$ cat src/rtl/core/npd_pkg.sv
// Shared constants and types for the nearest prime distance block.
package npd_pkg;

    localparam int VALUE_WIDTH_DEF = 20;
    localparam int DIST_W          = 8;
    localparam int OUT_TDW         = 16;
    localparam logic [DIST_W-1:0] MAX_DIST = 8'd255;

    typedef struct packed {
        logic done;
        logic zero;
    } npd_rem_stat_t;

endpackage

$ cat src/rtl/core/nearest_prime_distance.sv
// Nearest prime distance: for each n, the distance to the closest prime, saturated at 255.
// One item in, one item out. The search tests n+k and then n-k for k = 0, 1, ... 255 and
// stops at the first prime; each odd candidate v is checked by trial division with odd d
// while d*d <= v, every division running on one shared bit-serial remainder unit at one
// dividend bit per cycle (VALUE_WIDTH+1 bits, at least 9). A prime candidate v thus costs
// far more than a composite one, which stops at its first divisor.
// s_tready is high only between items; a finished result waits in the output register.
module nearest_prime_distance
    import npd_pkg::*;
#(
    parameter int VALUE_WIDTH = VALUE_WIDTH_DEF
) (
    input  logic                                aclk,
    input  logic                                aresetn,
    input  logic                                s_tvalid,
    output logic                                s_tready,
    input  logic [((VALUE_WIDTH+7)/8)*8-1:0]    s_tdata,   // [VALUE_WIDTH-1:0] n
    output logic                                m_tvalid,
    input  logic                                m_tready,
    output logic [OUT_TDW-1:0]                  m_tdata    // [7:0] distance, [8] overflow
);

    localparam int CW = ((VALUE_WIDTH > DIST_W) ? VALUE_WIDTH : DIST_W) + 1;
    localparam int DW = CW / 2 + 2;
    localparam int SW = CW + 1;

    localparam logic [2:0] S_IDLE = 3'd0;
    localparam logic [2:0] S_CAND = 3'd1;
    localparam logic [2:0] S_LOOP = 3'd2;
    localparam logic [2:0] S_DIV  = 3'd3;
    localparam logic [2:0] S_DONE = 3'd4;

    logic [2:0]        state_reg, state_next;
    logic [CW-1:0]     n_reg, n_next;
    logic [DIST_W-1:0] k_reg, k_next;
    logic              side_reg, side_next;
    logic [CW-1:0]     v_reg, v_next;
    logic [DW-1:0]     d_reg, d_next;
    logic [SW-1:0]     sq_reg, sq_next;
    logic [DIST_W-1:0] dist_reg, dist_next;
    logic              ovf_reg, ovf_next;
    logic              mvalid_reg, mvalid_next;
    logic [DIST_W-1:0] mdist_reg, mdist_next;
    logic              movf_reg, movf_next;

    logic              div_start;
    npd_rem_stat_t     rem_stat;
    logic [CW-1:0]     cand;
    logic              is_prime, not_prime;
    logic              k_le_n;

    npd_rem #(.CW(CW), .DW(DW)) u_rem (
        .aclk     (aclk),
        .aresetn  (aresetn),
        .start    (div_start),
        .dividend (v_reg),
        .divisor  (d_reg),
        .stat     (rem_stat)
    );

    assign k_le_n = {{(CW-DIST_W){1'b0}}, k_reg} <= n_reg;
    assign cand   = side_reg ? (n_reg - CW'(k_reg)) : (n_reg + CW'(k_reg));

    always_comb begin
        is_prime  = 1'b0;
        not_prime = 1'b0;
        case (state_reg)
            S_CAND: begin
                if (cand[CW-1:1] == '0) begin
                    not_prime = 1'b1;
                end else if (cand[CW-1:2] == '0) begin
                    is_prime = 1'b1;
                end else if (!cand[0]) begin
                    not_prime = 1'b1;
                end
            end
            S_LOOP: is_prime = sq_reg > {1'b0, v_reg};
            S_DIV:  not_prime = rem_stat.done && rem_stat.zero;
            default: ;
        endcase
    end

    always_comb begin
        state_next  = state_reg;
        n_next      = n_reg;
        k_next      = k_reg;
        side_next   = side_reg;
        v_next      = v_reg;
        d_next      = d_reg;
        sq_next     = sq_reg;
        dist_next   = dist_reg;
        ovf_next    = ovf_reg;
        mvalid_next = mvalid_reg;
        mdist_next  = mdist_reg;
        movf_next   = movf_reg;
        div_start   = 1'b0;

        if (mvalid_reg && m_tready) begin
            mvalid_next = 1'b0;
        end

        case (state_reg)
            S_IDLE: begin
                if (s_tvalid) begin
                    n_next     = CW'(s_tdata[VALUE_WIDTH-1:0]);
                    k_next     = '0;
                    side_next  = 1'b0;
                    state_next = S_CAND;
                end
            end
            S_CAND: begin
                v_next  = cand;
                d_next  = DW'(3);
                sq_next = SW'(9);
                if (!is_prime && !not_prime) begin
                    state_next = S_LOOP;
                end
            end
            S_LOOP: begin
                if (!is_prime) begin
                    div_start  = 1'b1;
                    state_next = S_DIV;
                end
            end
            S_DIV: begin
                if (rem_stat.done && !rem_stat.zero) begin
                    d_next     = d_reg + DW'(2);
                    sq_next    = sq_reg + {{(SW-DW-2){1'b0}}, d_reg, 2'b00} + SW'(4);
                    state_next = S_LOOP;
                end
            end
            S_DONE: begin
                if (!mvalid_reg || m_tready) begin
                    mvalid_next = 1'b1;
                    mdist_next  = dist_reg;
                    movf_next   = ovf_reg;
                    state_next  = S_IDLE;
                end
            end
            default: state_next = S_IDLE;
        endcase

        if (is_prime) begin
            dist_next  = k_reg;
            ovf_next   = 1'b0;
            state_next = S_DONE;
        end else if (not_prime) begin
            if (!side_reg && k_le_n) begin
                side_next  = 1'b1;
                state_next = S_CAND;
            end else if (k_reg == MAX_DIST) begin
                dist_next  = MAX_DIST;
                ovf_next   = 1'b1;
                state_next = S_DONE;
            end else begin
                k_next     = k_reg + DIST_W'(1);
                side_next  = 1'b0;
                state_next = S_CAND;
            end
        end
    end

    always_ff @(posedge aclk) begin
        if (!aresetn) begin
            state_reg  <= S_IDLE;
            mvalid_reg <= 1'b0;
        end else begin
            state_reg  <= state_next;
            mvalid_reg <= mvalid_next;
        end
        n_reg     <= n_next;
        k_reg     <= k_next;
        side_reg  <= side_next;
        v_reg     <= v_next;
        d_reg     <= d_next;
        sq_reg    <= sq_next;
        dist_reg  <= dist_next;
        ovf_reg   <= ovf_next;
        mdist_reg <= mdist_next;
        movf_reg  <= movf_next;
    end

    assign s_tready = (state_reg == S_IDLE);
    assign m_tvalid = mvalid_reg;
    assign m_tdata  = {{(OUT_TDW-DIST_W-1){1'b0}}, movf_reg, mdist_reg};

endmodule

$ cat src/rtl/core/npd_rem.sv
// Bit-serial restoring remainder unit, one dividend bit per cycle.
module npd_rem
    import npd_pkg::*;
#(
    parameter int CW = 21,
    parameter int DW = 12
) (
    input  logic          aclk,
    input  logic          aresetn,
    input  logic          start,
    input  logic [CW-1:0] dividend,
    input  logic [DW-1:0] divisor,
    output npd_rem_stat_t stat
);

    localparam int CNTW = $clog2(CW + 1);

    logic [DW-1:0]   rem_reg, rem_next;
    logic [CW-1:0]   dvd_reg, dvd_next;
    logic [CNTW-1:0] cnt_reg, cnt_next;
    logic            busy_reg, busy_next;
    logic            done_reg, done_next;
    logic [DW:0]     trial;
    logic            ge;

    assign trial = {rem_reg, dvd_reg[CW-1]};
    assign ge    = trial >= {1'b0, divisor};

    always_comb begin
        rem_next  = rem_reg;
        dvd_next  = dvd_reg;
        cnt_next  = cnt_reg;
        busy_next = busy_reg;
        done_next = 1'b0;
        if (start) begin
            rem_next  = '0;
            dvd_next  = dividend;
            cnt_next  = CNTW'(CW);
            busy_next = 1'b1;
        end else if (busy_reg) begin
            rem_next = ge ? DW'(trial - {1'b0, divisor}) : trial[DW-1:0];
            dvd_next = {dvd_reg[CW-2:0], 1'b0};
            cnt_next = cnt_reg - CNTW'(1);
            if (cnt_reg == CNTW'(1)) begin
                busy_next = 1'b0;
                done_next = 1'b1;
            end
        end
    end

    always_ff @(posedge aclk) begin
        if (!aresetn) begin
            busy_reg <= 1'b0;
            done_reg <= 1'b0;
            cnt_reg  <= '0;
        end else begin
            busy_reg <= busy_next;
            done_reg <= done_next;
            cnt_reg  <= cnt_next;
        end
        rem_reg <= rem_next;
        dvd_reg <= dvd_next;
    end

    assign stat.done = done_reg;
    assign stat.zero = (rem_reg == '0);

endmodule

$ cat config.mk
export PLATFORM = sky130hd
export DESIGN_NAME = nearest_prime_distance
export DESIGN_NICKNAME = d
export VERILOG_FILES = /design/src/rtl/core/npd_pkg.sv /design/src/rtl/core/nearest_prime_distance.sv /design/src/rtl/core/npd_rem.sv
export SDC_FILE = /design/constraint.sdc
export NUM_CORES = 1
export LEC_CHECK = 0
export BUFFER_PORTS_ARGS = -buffer_cell sky130_fd_sc_hd__buf_2
export CAP_MARGIN = 20
export CORE_ASPECT_RATIO = 1.1
export CORE_MARGIN = 1
export CORE_UTILIZATION = 55
export CTS_BUF_LIST = sky130_fd_sc_hd__clkbuf_8
export CTS_CLUSTER_SIZE = 14
export DETAILED_ROUTE_END_ITERATION = 8
export GPL_TIMING_DRIVEN = 0
export PLACE_DENSITY = 0.76
export SYNTH_ARGS = -nofsm -noshare
export SYNTH_HDL_FRONTEND = slang
export SYNTH_SLANG_ARGS = --single-unit
export TNS_END_PERCENT = 100
$ cat constraint.sdc
create_clock -name aclk -period 3.5 [get_ports aclk]
set_input_delay 0.7 -clock aclk [delete_from_list [all_inputs] [get_ports aclk]]
set_output_delay 0.7 -clock aclk [all_outputs]
set_load 0.01 [all_outputs]
==> metrics.txt <==
final-report hold violation count 0; Synth Cell Area ~8600 um^2; maximum vdd drop 358.3 uV; leakage approximately 4 nW; clk_lat worst skew ~0.46 ns; ant diodes 0; setup_tns -4.111 ns; Synth cell types 75; Worst-path clk slew roughly 0.080 ns; fill cell count 1208; YS warnings 0; Worst EP required 3.85 ns; Detail Route Antenna Nets 0; CTS buffer count 17; highest clock rate around 270 MHz; failing checks negative setup slack; dpl hpwl ~13000 um; Tmin final 3.708 ns; gpl congestion a little over 0.9; Die X around 120 um; Worst setup SP type register; # IOs between 40 and 50; unrepaired setup endpoints after global routing yes; wire per inst roughly 16 um; slew margin rel. a little over a third; cts hold-fix bufs 0; grt ovf 0; Worst Hold Class reg -> reg; Synth Instances a little over 800; Initial Utilization roughly 57%; Setup violations, final 28; CTS Root Cell clkbuf_8; kind of critical path reg -> reg; Post-synth EDFFs 109; register area share after synthesis between 40% and 50%; top_reg_cell synth edfxtp_1; worst hold path depth 0; Max FO, Critical Path 5; ranking of synthesized cells by area edfxtp_1 (38%), ha_1 (11%), dfxtp_1 (7.7%); full die area 16100 um^2; row count between 40 and 50; Core Util, Final approximately 66%; Tot GR Track Use 22.87%; layout cells sized above 1 22.90%; reg-to-reg startpoint n_reg[4]; TritonCTS Sinks between 100 and 150; share of the synthesized area in the top cell type around two fifths; Synth Register Bits around 140; Routed WL 17690 um; worst slew pin tran between 0.9 and 1 ns; syn_area_per_cell 10.42 um^2; total power slightly below 8 mW; critical path endpoint category register; worst hold slack about 0.41 ns; drt pass-1 iters 5; core area approximately 15000 um^2; HP Start dist_reg[2]; power per cell area between 700 and 800 nW/um^2; die height 133.0 um; setup ws final -0.2078 ns; clk_skew about 0.014 ns; via density per instance 5.629; global-route wire length before repair approximately 29000 um; vias in the first global route just over 6000; initial antenna violation count 0; Synth area leader edfxtp_1; max-slew violations 0; status complete, but fails checks; Max Cap Violations 0; async set-or-reset flop fraction in the synthesized netlist 0%; r2r endpoint k_reg[1]; Nets 1008; CP Data Arrival Time ~4.1 ns; largest net degree at the start of global routing 29; Bufs on Longest Clock Path 2; drt drc 0; Buffers on Ports 33; via count approximately 6300; post-route clock period utilization 105.9%; area grow syn2layout 16.32%; r2r setup slk -0.21 ns; Reg2Reg Depth 13; WHS Endpoint mdist_reg[2]; depth of the CTS H-tree 4; CTS tree yes; Starting DRT DRC Count 287
==> worst max-delay path, cell delays in order (launching register included) <==
cell      delay, ns
edfxtp_1       0.39
ha_2           0.23
or4_4          0.51
buf_6          0.13
o2111a_1       0.26
a31o_1         0.21
or4_4          0.50
nor4_4         0.15
and4_4         0.28
and4b_2        0.28
o31ai_4        0.07
buf_12         0.15
nor2_4         0.13
mux2_4         0.30
==> logic make-up (layout without fill, tap and decap cells) <==
logic type / after synthesis / after routing / synth area share [%]
other cells: 1 / 7 / 0.04372
mux: 26 / 26 / 3.384
compound gates: 162 / 163 / 13.03
simple gates: 267 / 268 / 16.09
flops: 142 / 142 / 45.86
fa+ha+maj: 76 / 76 / 11.44
buf+inv: 95 / 181 / 4.653
xor+xnor: 54 / 54 / 5.513
==> power breakdown <==
part           internal, mW  switching [mW]  leakage, nW
logic                  1.61            2.03         2.50
clock network         0.527           0.652        0.177
registers              2.57           0.387         1.28
==> routing by layer <==
| layer | share of wire, % | track usage (%) | vias up | wire length (um) |
|---|---|---|---|---|
| met5 | 0 | 0 | - | 0 |
| met4 | 3.1 | 10.29 | 0 | 545 |
| met3 | 2.7 | 4.310 | 38 | 484 |
| met2 | 52 | 39.40 | 112 | 9150 |
| met1 | 42 | 27.56 | 2981 | 7512 |
| li1 | - | - | 3134 | - |
==> worst max path at each step <==
stage                   from           end  slack, ns  cells after the start
floorplan           k_reg[2]   dist_reg[4]       0.02                     14
global placement    k_reg[7]   dist_reg[1]      -0.60                     13
detailed placement  k_reg[2]  state_reg[1]      -0.51                     15
CTS                 n_reg[7]   dist_reg[0]      -0.22                     11
global route        n_reg[0]      k_reg[3]      -0.30                     16
finish              n_reg[4]      k_reg[1]      -0.21                     13
==> metrics by stage <==
step	area, um^2	worst slack (ns)	instances
detailed placement	9067	-0.5143	1060
finish	9978	-0.2078	1113
CTS	9682	-0.2154	1102
floorplan	8608	0.01864	829
global route	9978	-0.3006	1113
global placement	9019	-0.6043	1058
==> cell type report <==
type | instances | area, um^2 | share of cell area (%)
buffer | 28 | 180.2 | 1.806
clock buffer | 19 | 261.5 | 2.621
clock inverter | 13 | 91.34 | 0.9154
inverter | 64 | 240.2 | 2.408
multi-input combinational | 594 | 4626 | 46.36
sequential | 142 | 3948 | 39.56
tap | 196 | 245.2 | 2.458
timing repair buffer | 57 | 386.6 | 3.875
==> synth_stat cells, types with 4 or more instances <==
cell,n
edfxtp_1,109
nor2_1,76
ha_1,72
inv_1,64
nand2_1,45
xnor2_1,37
a21oi_1,34
dfxtp_1,33
o21ai_0,31
nand3_1,22
mux2_2,20
nor2b_1,20
nor3_1,19
and3_1,17
clkbuf_1,17
xor2_1,17
or2_2,16
a211oi_1,15
a21o_1,13
o21a_1,11
nand2b_1,9
nor4_1,9
o21bai_1,9
buf_4,8
nand4_1,7
o211ai_1,7
or3_1,6
mux2i_1,5
o32ai_1,5
fa_1,4
nor4b_1,4
o31ai_1,4
==> layout by cell type, fill, tap and decap left out, types with 17 or more instances in the layout <==
cell type	instances
buf_4	27
clkbuf_8	19
xnor2_1	36
dfxtp_1	26
and3_1	17
nor2b_1	18
edfxtp_1	109
o21ai_0	27
nor2_1	74
ha_1	63
inv_1	66
a21oi_1	27
buf_2	34
mux2_2	20
nand3_1	21
nand2_1	45
==> timing repair <==
action / in CTS / in global routing
resized for setup: 52 / 49
gates cloned: 4 / 0
pin swaps: 10 / 14
setup endpoints to repair: 81 / 88
buffers inserted: 9 / 11
Power figures use the tool's default switching activity.
